$ cat config.mk
export PLATFORM = sky130hd
export DESIGN_NAME = light_level_classifier_hysteresis_unit_flat
export DESIGN_NICKNAME = d
export VERILOG_FILES = /design/src/rtl/core/llc_pkg.sv /design/src/rtl/core/llc_if.sv /design/src/rtl/core/llc_regs.sv /design/src/rtl/core/llc_dp.sv /design/src/rtl/core/llc_ctrl.sv /design/src/rtl/core/light_level_classifier_hysteresis_unit.sv /design/src/flat_wrapper.sv
export SDC_FILE = /design/constraint.sdc
export NUM_CORES = 1
export LEC_CHECK = 0
export BUFFER_PORTS_ARGS = -buffer_cell sky130_fd_sc_hd__buf_2
export CORE_ASPECT_RATIO = 2
export CORE_UTILIZATION = 45
export DETAILED_ROUTE_END_ITERATION = 7
export PLACE_DENSITY_LB_ADDON = 0.3
export SLEW_MARGIN = 20
export SYNTH_ARGS = -nofsm -noshare
export SYNTH_HDL_FRONTEND = slang
export SYNTH_SLANG_ARGS = --single-unit
$ cat constraint.sdc
create_clock -name clk -period 7 [get_ports clk]
set_clock_uncertainty 0.2 [all_clocks]
set_input_delay 1.05 -clock clk [delete_from_list [all_inputs] [get_ports clk]]
set_output_delay 1.05 -clock clk [all_outputs]
set_load 0.01 [all_outputs]
$ cat src/rtl/core/llc_pkg.sv
`timescale 1ns / 1ps

package llc_pkg;

  localparam int AVG_W   = 12;
  localparam int THR_W   = 12;
  localparam int WIN_W   = 11;
  localparam int LEVEL_W = 3;
  localparam int CMD_W   = 2;
  localparam int APB_AW  = 5;
  localparam int APB_DW  = 32;

  localparam logic [CMD_W-1:0] CMD_SAMPLE  = 2'd0;
  localparam logic [CMD_W-1:0] CMD_RESTART = 2'd1;
  localparam logic [CMD_W-1:0] CMD_INIT    = 2'd2;

  localparam logic [LEVEL_W-1:0] LEVEL_ONE   = 3'd1;
  localparam logic [LEVEL_W-1:0] LEVEL_TWO   = 3'd2;
  localparam logic [LEVEL_W-1:0] LEVEL_THREE = 3'd3;
  localparam logic [LEVEL_W-1:0] LEVEL_FOUR  = 3'd4;

  localparam logic [2:0] REG_THR_LOW  = 3'd0;
  localparam logic [2:0] REG_THR_MID  = 3'd1;
  localparam logic [2:0] REG_THR_HIGH = 3'd2;
  localparam logic [2:0] REG_MARGIN   = 3'd3;
  localparam logic [2:0] REG_WINDOW   = 3'd4;

  typedef struct packed {
    logic [THR_W-1:0] thr_low;
    logic [THR_W-1:0] thr_mid;
    logic [THR_W-1:0] thr_high;
    logic [THR_W-1:0] margin;
    logic [WIN_W-1:0] window;
  } llc_cfg_t;

  typedef struct packed {
    logic load;
    logic step;
    logic div_step;
    logic decide;
    logic emit;
  } llc_cmd_t;

  typedef struct packed {
    logic sample_cmd;
    logic window_full;
    logic div_last;
  } llc_status_t;

endpackage

$ cat src/rtl/core/llc_if.sv
`timescale 1ns / 1ps

interface llc_in_if #(
  parameter int SAMPLE_BITS = 12
);
  import llc_pkg::*;

  logic                   valid;
  logic                   ready;
  logic [CMD_W-1:0]       cmd;
  logic [SAMPLE_BITS-1:0] sample;
  logic                   hold_level;

  modport source (output valid, cmd, sample, hold_level, input ready);
  modport sink   (input valid, cmd, sample, hold_level, output ready);
endinterface

interface llc_out_if;
  import llc_pkg::*;

  logic               valid;
  logic               ready;
  logic [LEVEL_W-1:0] level;
  logic [AVG_W-1:0]   average;
  logic               window_done;
  logic               level_changed;

  modport source (output valid, level, average, window_done, level_changed, input ready);
  modport sink   (input valid, level, average, window_done, level_changed, output ready);
endinterface

$ cat src/rtl/core/llc_regs.sv
`timescale 1ns / 1ps

module llc_regs (
  input  logic                      clk,
  input  logic                      rst,
  input  logic                      psel,
  input  logic                      penable,
  input  logic                      pwrite,
  input  logic [llc_pkg::APB_AW-1:0] paddr,
  input  logic [llc_pkg::APB_DW-1:0] pwdata,
  output logic [llc_pkg::APB_DW-1:0] prdata,
  output logic                      pready,
  output llc_pkg::llc_cfg_t         cfg
);
  import llc_pkg::*;

  logic       wr_en;
  logic [2:0] reg_idx;

  assign pready  = 1'b1;
  assign reg_idx = paddr[APB_AW-1:2];
  assign wr_en   = psel && penable && pwrite && pready;

  always_ff @(posedge clk) begin
    if (rst) begin
      cfg.thr_low  <= THR_W'(500);
      cfg.thr_mid  <= THR_W'(1500);
      cfg.thr_high <= THR_W'(3000);
      cfg.margin   <= THR_W'(50);
      cfg.window   <= WIN_W'(16);
    end else if (wr_en) begin
      case (reg_idx)
        REG_THR_LOW:  cfg.thr_low  <= pwdata[THR_W-1:0];
        REG_THR_MID:  cfg.thr_mid  <= pwdata[THR_W-1:0];
        REG_THR_HIGH: cfg.thr_high <= pwdata[THR_W-1:0];
        REG_MARGIN:   cfg.margin   <= pwdata[THR_W-1:0];
        REG_WINDOW:   cfg.window   <= pwdata[WIN_W-1:0];
        default: ;
      endcase
    end
  end

  always_comb begin
    case (reg_idx)
      REG_THR_LOW:  prdata = APB_DW'(cfg.thr_low);
      REG_THR_MID:  prdata = APB_DW'(cfg.thr_mid);
      REG_THR_HIGH: prdata = APB_DW'(cfg.thr_high);
      REG_MARGIN:   prdata = APB_DW'(cfg.margin);
      REG_WINDOW:   prdata = APB_DW'(cfg.window);
      default:      prdata = '0;
    endcase
  end

endmodule

$ cat src/rtl/core/llc_dp.sv
`timescale 1ns / 1ps

module llc_dp #(
  parameter int SAMPLE_BITS = 12,
  parameter int MAX_WINDOW  = 1024
) (
  input  logic                          clk,
  input  logic                          rst,
  input  llc_pkg::llc_cfg_t             cfg,
  input  llc_pkg::llc_cmd_t             dp_cmd,
  output llc_pkg::llc_status_t          dp_status,
  input  logic [llc_pkg::CMD_W-1:0]     cmd,
  input  logic [SAMPLE_BITS-1:0]        sample,
  input  logic                          hold_level,
  output logic [llc_pkg::LEVEL_W-1:0]   out_level,
  output logic [llc_pkg::AVG_W-1:0]     out_average,
  output logic                          out_window_done,
  output logic                          out_level_changed
);
  import llc_pkg::*;

  localparam int SUM_W = SAMPLE_BITS + $clog2(MAX_WINDOW);
  localparam int CNT_W = $clog2(MAX_WINDOW + 1);
  localparam int CMP_W = (WIN_W > CNT_W) ? WIN_W : CNT_W;
  localparam int DW    = (SUM_W > AVG_W) ? SUM_W : AVG_W;
  localparam int BIT_W = $clog2(DW);
  localparam int XW    = (SAMPLE_BITS > AVG_W) ? SAMPLE_BITS : AVG_W;

  function automatic logic [LEVEL_W-1:0] bracket_of(input logic [AVG_W-1:0] a,
                                                    input llc_cfg_t c);
    logic [LEVEL_W-1:0] r;
    if (a >= c.thr_high)     r = LEVEL_FOUR;
    else if (a < c.thr_low)  r = LEVEL_ONE;
    else if (a < c.thr_mid)  r = LEVEL_TWO;
    else                     r = LEVEL_THREE;
    return r;
  endfunction

  // captured word
  logic [CMD_W-1:0]       cmd_q;
  logic [SAMPLE_BITS-1:0] smp_q;
  logic                   hold_q;
  logic [LEVEL_W-1:0]     old_level;
  logic                   done_q;

  // block state
  logic [SUM_W-1:0]   sum;
  logic [CNT_W-1:0]   count;
  logic [LEVEL_W-1:0] level;
  logic [AVG_W-1:0]   last_avg;

  // divider
  logic [DW-1:0]    quo;
  logic [CNT_W-1:0] rem;
  logic [CNT_W-1:0] den;
  logic [BIT_W-1:0] bit_cnt;

  logic [SUM_W-1:0]   sum_inc;
  logic [CNT_W-1:0]   cnt_inc;
  logic [CMP_W-1:0]   win_eff;
  logic               full;
  logic [XW-1:0]      smp_x;
  logic [AVG_W-1:0]   init_avg;
  logic [CNT_W:0]     shifted;
  logic               ge;
  logic [CNT_W:0]     diff;
  logic [AVG_W-1:0]   avg;
  logic [LEVEL_W-1:0] target;
  logic [THR_W-1:0]   thr_up;
  logic [THR_W-1:0]   thr_dn;
  logic [THR_W+1:0]   margin_x;
  logic               rise_ok;
  logic               fall_ok;
  logic [LEVEL_W-1:0] level_next;

  assign sum_inc = sum + SUM_W'(smp_q);
  assign cnt_inc = count + 1'b1;
  assign win_eff = (CMP_W'(cfg.window) > CMP_W'(MAX_WINDOW)) ? CMP_W'(MAX_WINDOW)
                                                             : CMP_W'(cfg.window);
  assign full    = CMP_W'(cnt_inc) >= win_eff;
  assign smp_x    = XW'(smp_q);
  assign init_avg = smp_x[AVG_W-1:0];

  assign shifted = {rem, quo[DW-1]};
  assign ge      = shifted >= {1'b0, den};
  assign diff    = shifted - {1'b0, den};

  assign avg    = quo[AVG_W-1:0];
  assign target = bracket_of(avg, cfg);

  always_comb begin
    case (level)
      LEVEL_ONE: thr_up = cfg.thr_low;
      LEVEL_TWO: thr_up = cfg.thr_mid;
      default:   thr_up = cfg.thr_high;
    endcase
    case (target)
      LEVEL_ONE: begin
        thr_dn   = cfg.thr_low;
        margin_x = (THR_W+2)'(cfg.margin);
      end
      LEVEL_TWO: begin
        thr_dn   = cfg.thr_mid;
        margin_x = (THR_W+2)'(cfg.margin) << 1;
      end
      default: begin
        thr_dn   = cfg.thr_high;
        margin_x = (THR_W+2)'(cfg.margin) + ((THR_W+2)'(cfg.margin) << 1);
      end
    endcase
    // falling limit rewritten as avg + margin*target <= threshold
    rise_ok = {1'b0, avg} >= ({1'b0, thr_up} + {1'b0, cfg.margin});
    fall_ok = ((THR_W+3)'(avg) + (THR_W+3)'(margin_x)) <= (THR_W+3)'(thr_dn);
    level_next = level;
    if (target > level) begin
      if (rise_ok) level_next = target;
    end else if (target < level) begin
      if (fall_ok) level_next = target;
    end
  end

  assign dp_status.sample_cmd  = (cmd_q == CMD_SAMPLE);
  assign dp_status.window_full = full;
  assign dp_status.div_last    = (bit_cnt == '0);

  always_ff @(posedge clk) begin
    if (dp_cmd.load) begin
      cmd_q     <= cmd;
      smp_q     <= sample;
      hold_q    <= hold_level;
      old_level <= level;
    end
    if (dp_cmd.step) begin
      quo     <= DW'(sum_inc);
      rem     <= '0;
      den     <= cnt_inc;
      bit_cnt <= BIT_W'(DW - 1);
    end else if (dp_cmd.div_step) begin
      quo     <= {quo[DW-2:0], ge};
      rem     <= ge ? diff[CNT_W-1:0] : shifted[CNT_W-1:0];
      bit_cnt <= bit_cnt - 1'b1;
    end
    if (dp_cmd.emit) begin
      out_level         <= level;
      out_average       <= last_avg;
      out_window_done   <= done_q;
      out_level_changed <= (level != old_level);
    end
  end

  always_ff @(posedge clk) begin
    if (rst) begin
      sum      <= '0;
      count    <= '0;
      level    <= LEVEL_ONE;
      last_avg <= '0;
      done_q   <= 1'b0;
    end else if (dp_cmd.step) begin
      done_q <= 1'b0;
      case (cmd_q)
        CMD_SAMPLE: begin
          done_q <= full;
          if (full) begin
            sum   <= '0;
            count <= '0;
          end else begin
            sum   <= sum_inc;
            count <= cnt_inc;
          end
        end
        CMD_RESTART: begin
          sum   <= '0;
          count <= '0;
        end
        CMD_INIT: begin
          last_avg <= init_avg;
          level    <= bracket_of(init_avg, cfg);
        end
        default: ;
      endcase
    end else if (dp_cmd.decide) begin
      last_avg <= avg;
      if (!hold_q) level <= level_next;
    end
  end

endmodule

$ cat src/rtl/core/llc_ctrl.sv
`timescale 1ns / 1ps

module llc_ctrl (
  input  logic                 clk,
  input  logic                 rst,
  input  logic                 in_valid,
  output logic                 in_ready,
  output logic                 out_valid,
  input  logic                 out_ready,
  output llc_pkg::llc_cmd_t    dp_cmd,
  input  llc_pkg::llc_status_t dp_status
);
  import llc_pkg::*;

  localparam logic [2:0] S_IDLE   = 3'd0;
  localparam logic [2:0] S_STEP   = 3'd1;
  localparam logic [2:0] S_DIV    = 3'd2;
  localparam logic [2:0] S_DECIDE = 3'd3;
  localparam logic [2:0] S_EMIT   = 3'd4;

  logic [2:0] state;
  logic [2:0] state_next;
  logic       out_valid_next;

  assign in_ready = (state == S_IDLE);

  always_comb begin
    state_next = state;
    dp_cmd     = '0;
    case (state)
      S_IDLE: begin
        if (in_valid) begin
          dp_cmd.load = 1'b1;
          state_next  = S_STEP;
        end
      end
      S_STEP: begin
        dp_cmd.step = 1'b1;
        state_next  = (dp_status.sample_cmd && dp_status.window_full) ? S_DIV : S_EMIT;
      end
      S_DIV: begin
        dp_cmd.div_step = 1'b1;
        if (dp_status.div_last) state_next = S_DECIDE;
      end
      S_DECIDE: begin
        dp_cmd.decide = 1'b1;
        state_next    = S_EMIT;
      end
      S_EMIT: begin
        if (!out_valid || out_ready) begin
          dp_cmd.emit = 1'b1;
          state_next  = S_IDLE;
        end
      end
      default: state_next = S_IDLE;
    endcase
  end

  always_comb begin
    if (dp_cmd.emit)    out_valid_next = 1'b1;
    else if (out_ready) out_valid_next = 1'b0;
    else                out_valid_next = out_valid;
  end

  always_ff @(posedge clk) begin
    if (rst) begin
      state     <= S_IDLE;
      out_valid <= 1'b0;
    end else begin
      state     <= state_next;
      out_valid <= out_valid_next;
    end
  end

  a_emit_free: assert property (@(posedge clk) disable iff (rst)
    dp_cmd.emit |-> (!out_valid || out_ready))
    else $error("result word overwritten before it was taken");

  a_emit_shows: assert property (@(posedge clk) disable iff (rst)
    dp_cmd.emit |=> out_valid)
    else $error("result word not presented after emit");

  a_accept_step: assert property (@(posedge clk) disable iff (rst)
    (in_valid && in_ready) |=> (state == S_STEP && !in_ready))
    else $error("accepted word not processed");

  a_div_end: assert property (@(posedge clk) disable iff (rst)
    (state == S_DIV && dp_status.div_last) |=> dp_cmd.decide)
    else $error("decision missing after last divide step");

endmodule

$ cat src/rtl/core/light_level_classifier_hysteresis_unit.sv
`timescale 1ns / 1ps

// Light level classifier. Each word on sensor carries a command (sample, restart window,
// initialize level), a sensor reading and a hold flag, and yields exactly one result word:
// the level 1..4, the last average, whether a window closed and whether the level moved.
// Samples are summed until window_samples (capped at MAX_WINDOW, zero acting as one) have
// arrived; the sum is then divided by the count and the average is sorted against the three
// thresholds with a rise margin and a per-level fall margin. A word that does not close a
// window passes through the step state to the result register; a window-closing sample
// also runs the restoring divider, which produces one quotient bit per cycle over a
// quotient of max(SAMPLE_BITS + clog2(MAX_WINDOW), 12) bits, and a decide state. One
// word is in work at a time; the next is accepted while the previous result waits on
// result.ready. Registers sit on the APB port at byte address 4*i (threshold_low,
// threshold_mid, threshold_high, hysteresis_margin, window_samples); pready is always high
// and writes belong to idle periods.

module light_level_classifier_hysteresis_unit #(
  parameter int SAMPLE_BITS = 12,
  parameter int MAX_WINDOW  = 1024
) (
  input  logic                       clk,
  input  logic                       rst,
  llc_in_if.sink                     sensor,
  llc_out_if.source                  result,
  input  logic                       psel,
  input  logic                       penable,
  input  logic                       pwrite,
  input  logic [llc_pkg::APB_AW-1:0] paddr,
  input  logic [llc_pkg::APB_DW-1:0] pwdata,
  output logic [llc_pkg::APB_DW-1:0] prdata,
  output logic                       pready
);
  import llc_pkg::*;

  llc_cfg_t    cfg;
  llc_cmd_t    dp_cmd;
  llc_status_t dp_status;

  llc_regs u_regs (
    .clk     (clk),
    .rst     (rst),
    .psel    (psel),
    .penable (penable),
    .pwrite  (pwrite),
    .paddr   (paddr),
    .pwdata  (pwdata),
    .prdata  (prdata),
    .pready  (pready),
    .cfg     (cfg)
  );

  llc_ctrl u_ctrl (
    .clk       (clk),
    .rst       (rst),
    .in_valid  (sensor.valid),
    .in_ready  (sensor.ready),
    .out_valid (result.valid),
    .out_ready (result.ready),
    .dp_cmd    (dp_cmd),
    .dp_status (dp_status)
  );

  llc_dp #(
    .SAMPLE_BITS (SAMPLE_BITS),
    .MAX_WINDOW  (MAX_WINDOW)
  ) u_dp (
    .clk               (clk),
    .rst               (rst),
    .cfg               (cfg),
    .dp_cmd            (dp_cmd),
    .dp_status         (dp_status),
    .cmd               (sensor.cmd),
    .sample            (sensor.sample),
    .hold_level        (sensor.hold_level),
    .out_level         (result.level),
    .out_average       (result.average),
    .out_window_done   (result.window_done),
    .out_level_changed (result.level_changed)
  );

endmodule

$ cat src/flat_wrapper.sv
// flat-port wrapper written by rule: the top's interface ports become plain ports
module light_level_classifier_hysteresis_unit_flat import llc_pkg::*;
#(
  parameter int SAMPLE_BITS = 12,
  parameter int MAX_WINDOW  = 1024
)
  (clk, rst, psel, penable, pwrite, paddr, pwdata, prdata, pready, sensor_valid, sensor_cmd, sensor_sample, sensor_hold_level, sensor_ready, result_valid, result_level, result_average, result_window_done, result_level_changed, result_ready);
  llc_in_if #(.SAMPLE_BITS(SAMPLE_BITS)) sensor_i ();
  llc_out_if result_i ();
  input  logic clk;
  input  logic rst;
  input  logic psel;
  input  logic penable;
  input  logic pwrite;
  input  logic [llc_pkg::APB_AW-1:0] paddr;
  input  logic [llc_pkg::APB_DW-1:0] pwdata;
  output logic [llc_pkg::APB_DW-1:0] prdata;
  output logic pready;
  input wire logic [$bits(sensor_i.valid)-1:0] sensor_valid;
  input wire logic [$bits(sensor_i.cmd)-1:0] sensor_cmd;
  input wire logic [$bits(sensor_i.sample)-1:0] sensor_sample;
  input wire logic [$bits(sensor_i.hold_level)-1:0] sensor_hold_level;
  output wire logic [$bits(sensor_i.ready)-1:0] sensor_ready;
  output wire logic [$bits(result_i.valid)-1:0] result_valid;
  output wire logic [$bits(result_i.level)-1:0] result_level;
  output wire logic [$bits(result_i.average)-1:0] result_average;
  output wire logic [$bits(result_i.window_done)-1:0] result_window_done;
  output wire logic [$bits(result_i.level_changed)-1:0] result_level_changed;
  input wire logic [$bits(result_i.ready)-1:0] result_ready;
  assign sensor_i.valid = sensor_valid;
  assign sensor_i.cmd = sensor_cmd;
  assign sensor_i.sample = sensor_sample;
  assign sensor_i.hold_level = sensor_hold_level;
  assign sensor_ready = sensor_i.ready;
  assign result_valid = result_i.valid;
  assign result_level = result_i.level;
  assign result_average = result_i.average;
  assign result_window_done = result_i.window_done;
  assign result_level_changed = result_i.level_changed;
  assign result_i.ready = result_ready;
  light_level_classifier_hysteresis_unit #(.SAMPLE_BITS(SAMPLE_BITS), .MAX_WINDOW(MAX_WINDOW)) u_core (.clk(clk), .rst(rst), .sensor(sensor_i), .result(result_i), .psel(psel), .penable(penable), .pwrite(pwrite), .paddr(paddr), .pwdata(pwdata), .prdata(prdata), .pready(pready));
endmodule
# Word level (Yosys, flattened, before mapping)
# Index checks and enable logic that the tools add are counted.
[totals]
ff_bits = 196
out_inout_bits = 52
wordCells = 133
[op_classes]
add_sub_neg = 7
order_cmp = 13
n_eq_ne = 21
mux = 44
reduce_logical = 24
[ops]
columns = ["operator", "n"]
rows = [
  ["$mux 22", 3],
  ["$pmux 12 s5", 1],
  ["$lt 12x12->1", 4],
  ["$pmux 12 s2", 2],
  ["$pmux 22 s2", 1],
  ["$mux 3", 14],
  ["$mux 12", 3],
  ["$mux 11", 3],
  ["$pmux 14 s2", 1],
  ["$ge 12x12->1", 2],
  ["$add 22x12->22", 1],
  ["$pmux 11 s2", 1],
  ["$eq 3x2->1 const B", 6],
  ["$add 12x14->15", 1],
  ["$le 15x12->1", 1],
  ["$pmux 3 s5", 1],
  ["$add 12x13->14", 1],
  ["$reduce_and 2->1", 7],
  ["$add 12x12->13", 1],
  ["$ge 12x13->1", 1],
  ["$eq 3x1->1 const B", 4],
  ["$ge 12x11->1", 1],
  ["$mux 1", 12],
  ["$add 11x1->11 const B", 1],
  ["24 further kinds", 36],
]

# Longest topological paths before layout
[depth]
depth_word = 14
ltp_mapped = 27
depth_no_buf = 26

# By module
# From an unflattened synthesis, not the netlist that was laid out.
[hier_totals]
hier_cells = 1559
area_unflattened_um2 = 14252.4
[by_module_without_submodules]
columns = ["module", "n_inst", "cells_each", "area_each_um2", "seq_area_each_um2"]
rows = [
  ["llc_dp", 1, 1228, 11010.6, 3343.2],
  ["llc_regs", 1, 309, 3017.9, 1181.1],
  ["llc_ctrl", 1, 22, 224.0, 80.1],
]

# Worst setup path after synthesis
# OpenSTA, ideal clock, no wires.
[synth_timing]
path_kind = "reg2reg"
startpoint = "register u_core.u_dp.quo[5]"
endpoint = "register u_core.u_dp.level[1]"
setup_ps = 132
arrival_time_ps = 5237
path_slack_ps = 1431
path_stages_with_launch = 27
n_path_buf = 1
synth_period_minus_slack_ps = 5569
cell_sequence = "edfxtp_1 ha_1 a211oi_1 o21ai_0 o211ai_1 o311ai_2 a31oi_1 o21a_1 clkbuf_1 nor2_1 a21oi_1 ha_1 a21oi_1 o2111ai_1 a31o_2 a211o_1 and3_1 ha_1 a21o_1 a21o_1 a21oi_1 nand2b_1 o211ai_1 o2111a_1 a21oi_2 a311oi_1 a211oi_1"
[synth_between]
elab_chain_len = 10
word_cells_on_any_way = 26
cone_classes = "add/sub (1); order compare (7); eq/ne (3); mux (12); reduce/logical (3)"
[synth_rtl]
columns = ["element", "line_no", "rtl"]
rows = [
  ["start: declaration", "llc_dp.sv:53", "logic [DW-1:0] quo;"],
  ["start signal: assignment", "llc_dp.sv:134", "quo <= DW'(sum_inc);"],
  ["start signal: assignment", "llc_dp.sv:139", "quo <= {quo[DW-2:0], ge};"],
  ["$lt 12x12->1", "llc_dp.sv:34", "else if (a < c.thr_mid) r = LEVEL_TWO;"],
  ["$mux 1", "llc_dp.sv:34", ""],
  ["$mux 2", "llc_dp.sv:33", "else if (a < c.thr_low) r = LEVEL_ONE;"],
  ["$mux 3", "llc_dp.sv:32", "if (a >= c.thr_high) r = LEVEL_FOUR;"],
  ["$eq 3x2->1 or $eq 3x1->1 (tied branches)", "llc_dp.sv:97", "case (target)"],
  ["$pmux 14 s2", "llc_dp.sv:97", ""],
  ["$add 12x14->15", "llc_dp.sv:113", "fall_ok = ((THR_W+3)'(avg) + (THR_W+3)'(margin_x)) <= (THR_W+3)'(thr_dn);"],
  ["$le 15x12->1", "llc_dp.sv:113", ""],
  ["$reduce_bool 3->1 (no source line)", "n/a", ""],
  ["$reduce_and 6->1 (no source line)", "n/a", ""],
  ["end signal: assignment", "llc_dp.sv:177", "level <= bracket_of(init_avg, cfg);"],
  ["end signal: assignment", "llc_dp.sv:183", "if (!hold_q) level <= level_next;"],
  ["end: declaration", "llc_dp.sv:49", "logic [LEVEL_W-1:0] level;"],
]
# Parallel ways exist; a longest one is shown, timed or not. The select of a mux whose other input is x is not followed.
# A chain may end at the register's enable or synchronous reset.

# Worst setup path after layout
# Ends and elaborated chain as after synthesis.

==> qor.log <==
INFO  run_status     status=finished, violations left
INFO  run_status     violations=design-rule violations
INFO  sta            maxSlewHeadroom=26.6%
INFO  worst_setup_path cp_top_family=compound AO/OA/AOI/OAI gates
INFO  floorplanning  floorplan.initialDensity=46.0%
INFO  logic_synthesis synth.top_cells.by_area=sky130_fd_sc_hd__dfxtp_1 (19%), sky130_fd_sc_hd__ha_1 (15%), sky130_fd_sc_hd__edfxtp_1 (15%), sky130_fd_sc_hd__nand2_1 (4.3%), sky130_fd_sc_hd__a21oi_1 (4.1%)
INFO  grt            use_met3=5.41%
INFO  sta            fmax=151MHz
INFO  worst_hold_path hold_path_class=reg2reg
INFO  routing        route.vias.total=12000
INFO  worst_setup_path rr_endpoint=u_core.u_dp.level[1]
INFO  sta            post-route-worst-setup-slack=0.372ns
INFO  routing        dr.pass1.iters=8
INFO  routing        drtIter0Drc=643
INFO  clock_tree     post_cts_hold_buffer_count=0
INFO  clock_tree     tritoncts_sinks=196
INFO  worst_setup_path worstSetupStartpoint=u_core.u_dp.quo[5]
INFO  logic_synthesis yosysSeqAreaShare=33.8%
INFO  routing        number_of_remaining_drc_errors=12
INFO  clock_tree     cts.reportedPaths.clkPinSlew=0.08ns
INFO  sta            final_max_slew_viol_count=0
INFO  floorplanning  floorplan.die.height=248um
INFO  worst_hold_path hold_start=u_core.u_dp.done_q
INFO  floorplanning  dieArea=31000um2
INFO  grt            track_usage=30.1%
INFO  logic_synthesis syn-instance-count=1562
INFO  flow_run       max_cap_viol_count=0
INFO  grt            grt.met2_usage=55.5%
INFO  placement      io_buffers=67
INFO  routing        routed_via_density=6.02
INFO  logic_synthesis ys_seq_elements=196
INFO  clock_tree     number_of_buffers_added_for_setup_after_cts=0
INFO  grt            initial_antenna_violation_count=0
INFO  cells_and_area fill_cells=2862
INFO  routing        wire_per_inst=22.7um
INFO  cells_and_area finished_core_util=50.5%
INFO  logic_synthesis async_reset_ff_share=0%
INFO  cells_and_area most_frequent_cells_in_the_layout=sky130_fd_sc_hd__ha_1 (168), sky130_fd_sc_hd__nand2_1 (155), sky130_fd_sc_hd__nor2_1 (144)
INFO  worst_setup_path highest_cell_delay_on_the_worst_timing_path=0.58ns
INFO  clock_tree     cts_h_tree_depth=4
INFO  grt            globalRoute.busiestLayer=met2
INFO  placement      preCtsSetupSlack=0.320ns
INFO  floorplanning  core_region_area=29600um2
INFO  sta            final-setup-viol-count=0
INFO  clock_tree     cts_inserted_buffers=17
INFO  worst_hold_path worst_hold_path.num_cells=0
INFO  clock_tree     clock_path_buffers=2
INFO  logic_synthesis synth_flop_cell=sky130_fd_sc_hd__dfxtp_1
INFO  floorplanning  std_cell_rows=89
INFO  logic_synthesis netlist_area=13600um2
INFO  logic_synthesis synth.top_cell.area_share=18.8%
INFO  sta            report.final.hold_viol_count=0
INFO  worst_setup_path path_max_fanout=10
INFO  logic_synthesis yosysTopAreaCell=sky130_fd_sc_hd__dfxtp_1
INFO  pwr            irDropWorstVdd=164uV
INFO  sta            max_slew.worst_pin.slew=1.10ns
INFO  worst_setup_path timing.rr.start=u_core.u_dp.quo[5]
INFO  grt            globalRouteMet1Util=27.5%
INFO  cells_and_area finish.net_count=1854
INFO  worst_setup_path worst_setup_path_start_kind=flop
INFO  floorplanning  floorplan.io_pins=111
INFO  worst_setup_path cp-end-kind=flop
INFO  clock_tree     cts.root.buffer_cell=sky130_fd_sc_hd__clkbuf_16
INFO  placement      hpwl=35.3mm
INFO  sta            post-route-min-period=6.63ns
INFO  routing        routed_wirelength=45.4mm
INFO  grt            grt_pass1_wl=68.9mm
INFO  worst_setup_path critPathRequiredTime=7.12ns
INFO  routing        final_antenna_net_count=0
INFO  logic_synthesis synthDistinctLibCells=76
INFO  cells_and_area area_growth=9.80%
INFO  grt            grt_pass1_vias=12100
INFO  cells_and_area layout_commonest_cell=sky130_fd_sc_hd__ha_1
INFO  cells_and_area post_route_cells_drive_above_1_share=10.5%
INFO  logic_synthesis post_synth_edffs=68
INFO  grt            gr-total-overflow=0
INFO  logic_synthesis synthesis.yosys.warnings=0
INFO  placement      gp_routability_congestion=1.03
INFO  worst_hold_path min_to=u_core.u_dp.out_window_done
INFO  clock_tree     tritoncts=done
INFO  worst_setup_path setup.worst_path.class=reg2reg
INFO  worst_setup_path regToRegSetupSlack=0.37ns
INFO  sta            finalCritPeriodShare=94.7%
INFO  worst_setup_path arrival_time_of_data_at_the_critical_path_endpoint=6.75ns
INFO  worst_setup_path path_buf_inv=1
INFO  clock_tree     insertion_delay=0.46ns
INFO  worst_setup_path r2r.worst_path.cells=26
INFO  clock_tree     post_cts_resized=0
INFO  grt            grt_max_degree=72
INFO  logic_synthesis synthesis.area_per_instance=8.73um2
INFO  worst_setup_path cp_slowest_cell=sky130_fd_sc_hd__edfxtp_1
INFO  cells_and_area antennaDiodeCount=0
INFO  pwr            cellPowerDensity=185nW/um2
INFO  floorplanning  chipWidth=125um
INFO  pwr            power.static_leakage=6.49nW
-- cell families (layout without fill, tap and decap cells) --
logic type               count (synthesis)  after routing  share of synthesized area, %
multiplexers                            43             43                          3.27
other                                    2             21                        0.0551
XOR/XNOR                                63             63                          4.05
adder cells (fa/ha/maj)                173            173                          16.2
AND/OR/NAND/NOR                        463            463                          15.6
flip-flops                             196            196                          33.8
AO/OA/AOI/OAI                          450            450                          21.6
buffers and inverters                  172            226                          5.53
-- flip-flops by register name, summed over array words and instances (netlist names), 2 cells and up --
| name | cells |
|---|---|
| u_core.u_ctrl.state | 3 |
| u_core.u_dp.bit_cnt | 5 |
| u_core.u_dp.cmd_q | 2 |
| u_core.u_dp.count | 11 |
| u_core.u_dp.den | 11 |
| u_core.u_dp.init_avg | 12 |
| u_core.u_dp.last_avg | 12 |
| u_core.u_dp.level | 3 |
| u_core.u_dp.old_level | 3 |
| u_core.u_dp.out_average | 12 |
| u_core.u_dp.out_level | 3 |
| u_core.u_dp.quo | 22 |
| u_core.u_dp.rem | 11 |
| u_core.u_dp.sum | 22 |
| u_core.u_regs.cfg | 59 |
-- area by class of cell --
cell class	instances	area, um2	area share (%)
Clock buffer	18	429	2.87
Clock inverter	14	130	0.869
Inverter	86	323	2.16
Multi-Input combinational cell	1213	8380	56.0
Sequential cell	196	4600	30.8
Tap cell	364	455	3.04
Timing Repair Buffer	108	646	4.31
-- report_power, final --
part / switching (mW) / internal, mW / total, mW
Sequential: 0.0367 / 1.21 / 1.25
Combinational: 0.338 / 0.213 / 0.551
Clock: 0.500 / 0.475 / 0.975
Total: 0.875 / 1.90 / 2.77
-- through the flow --
| step | instances | hold slack, ns | TNS (ns) | area, um2 | power [mW] |
|---|---|---|---|---|---|
| finish | 1999 | 0.236 | 0 | 15000 | 2.77 |
| global route | 1999 | 0.249 | -0.0229 | 15000 | 2.89 |
| CTS | 1999 | 0.237 | 0 | 15000 | 2.78 |
| detailed placement | 1967 | 0.220 | 0 | 14400 | 1.81 |
| global placement | 1967 | 0.215 | 0 | 14400 | 1.80 |
| floorplan | 1581 | 0.208 | 0 | 13700 | 1.64 |
-- synthesized netlist by cell type, types with 18 or more instances --
library cell and number:
sky130_fd_sc_hd__and3_1 21, sky130_fd_sc_hd__dfxtp_1 128, sky130_fd_sc_hd__mux2i_1 40, sky130_fd_sc_hd__a311oi_1 18, sky130_fd_sc_hd__nor2_1 144, sky130_fd_sc_hd__a21oi_1 112
sky130_fd_sc_hd__a211o_1 25, sky130_fd_sc_hd__a21o_1 26, sky130_fd_sc_hd__o22ai_1 46, sky130_fd_sc_hd__clkbuf_1 54, sky130_fd_sc_hd__xnor2_1 34, sky130_fd_sc_hd__ha_1 168
sky130_fd_sc_hd__xor2_1 29, sky130_fd_sc_hd__a22oi_1 28, sky130_fd_sc_hd__edfxtp_1 68, sky130_fd_sc_hd__nand3_1 28, sky130_fd_sc_hd__inv_1 83, sky130_fd_sc_hd__buf_4 22
sky130_fd_sc_hd__nand2_1 156, sky130_fd_sc_hd__nor2b_1 29, sky130_fd_sc_hd__o21ai_0 89
-- routing by layer --
metal | routed length (um) | share of wire (%)
met5 | 0 | 0
met4 | 4770 | 11
met3 | 2100 | 4.6
met2 | 23600 | 52
met1 | 14900 | 33
-- worst max path at each step --
stage	endpoint	slack [ns]	cells past startpoint
final	u_core.u_dp.level[1]	0.37	26
after global routing	u_core.u_dp.level[0]	-0.01	26
after CTS	u_core.u_dp.level[0]	0.29	26
after detailed placement	u_core.u_dp.level[0]	0.32	26
after global placement	u_core.u_dp.level[0]	0.36	26
after floorplan	u_core.u_dp.level[1]	1.43	26
(Power assumes the default switching activity.)
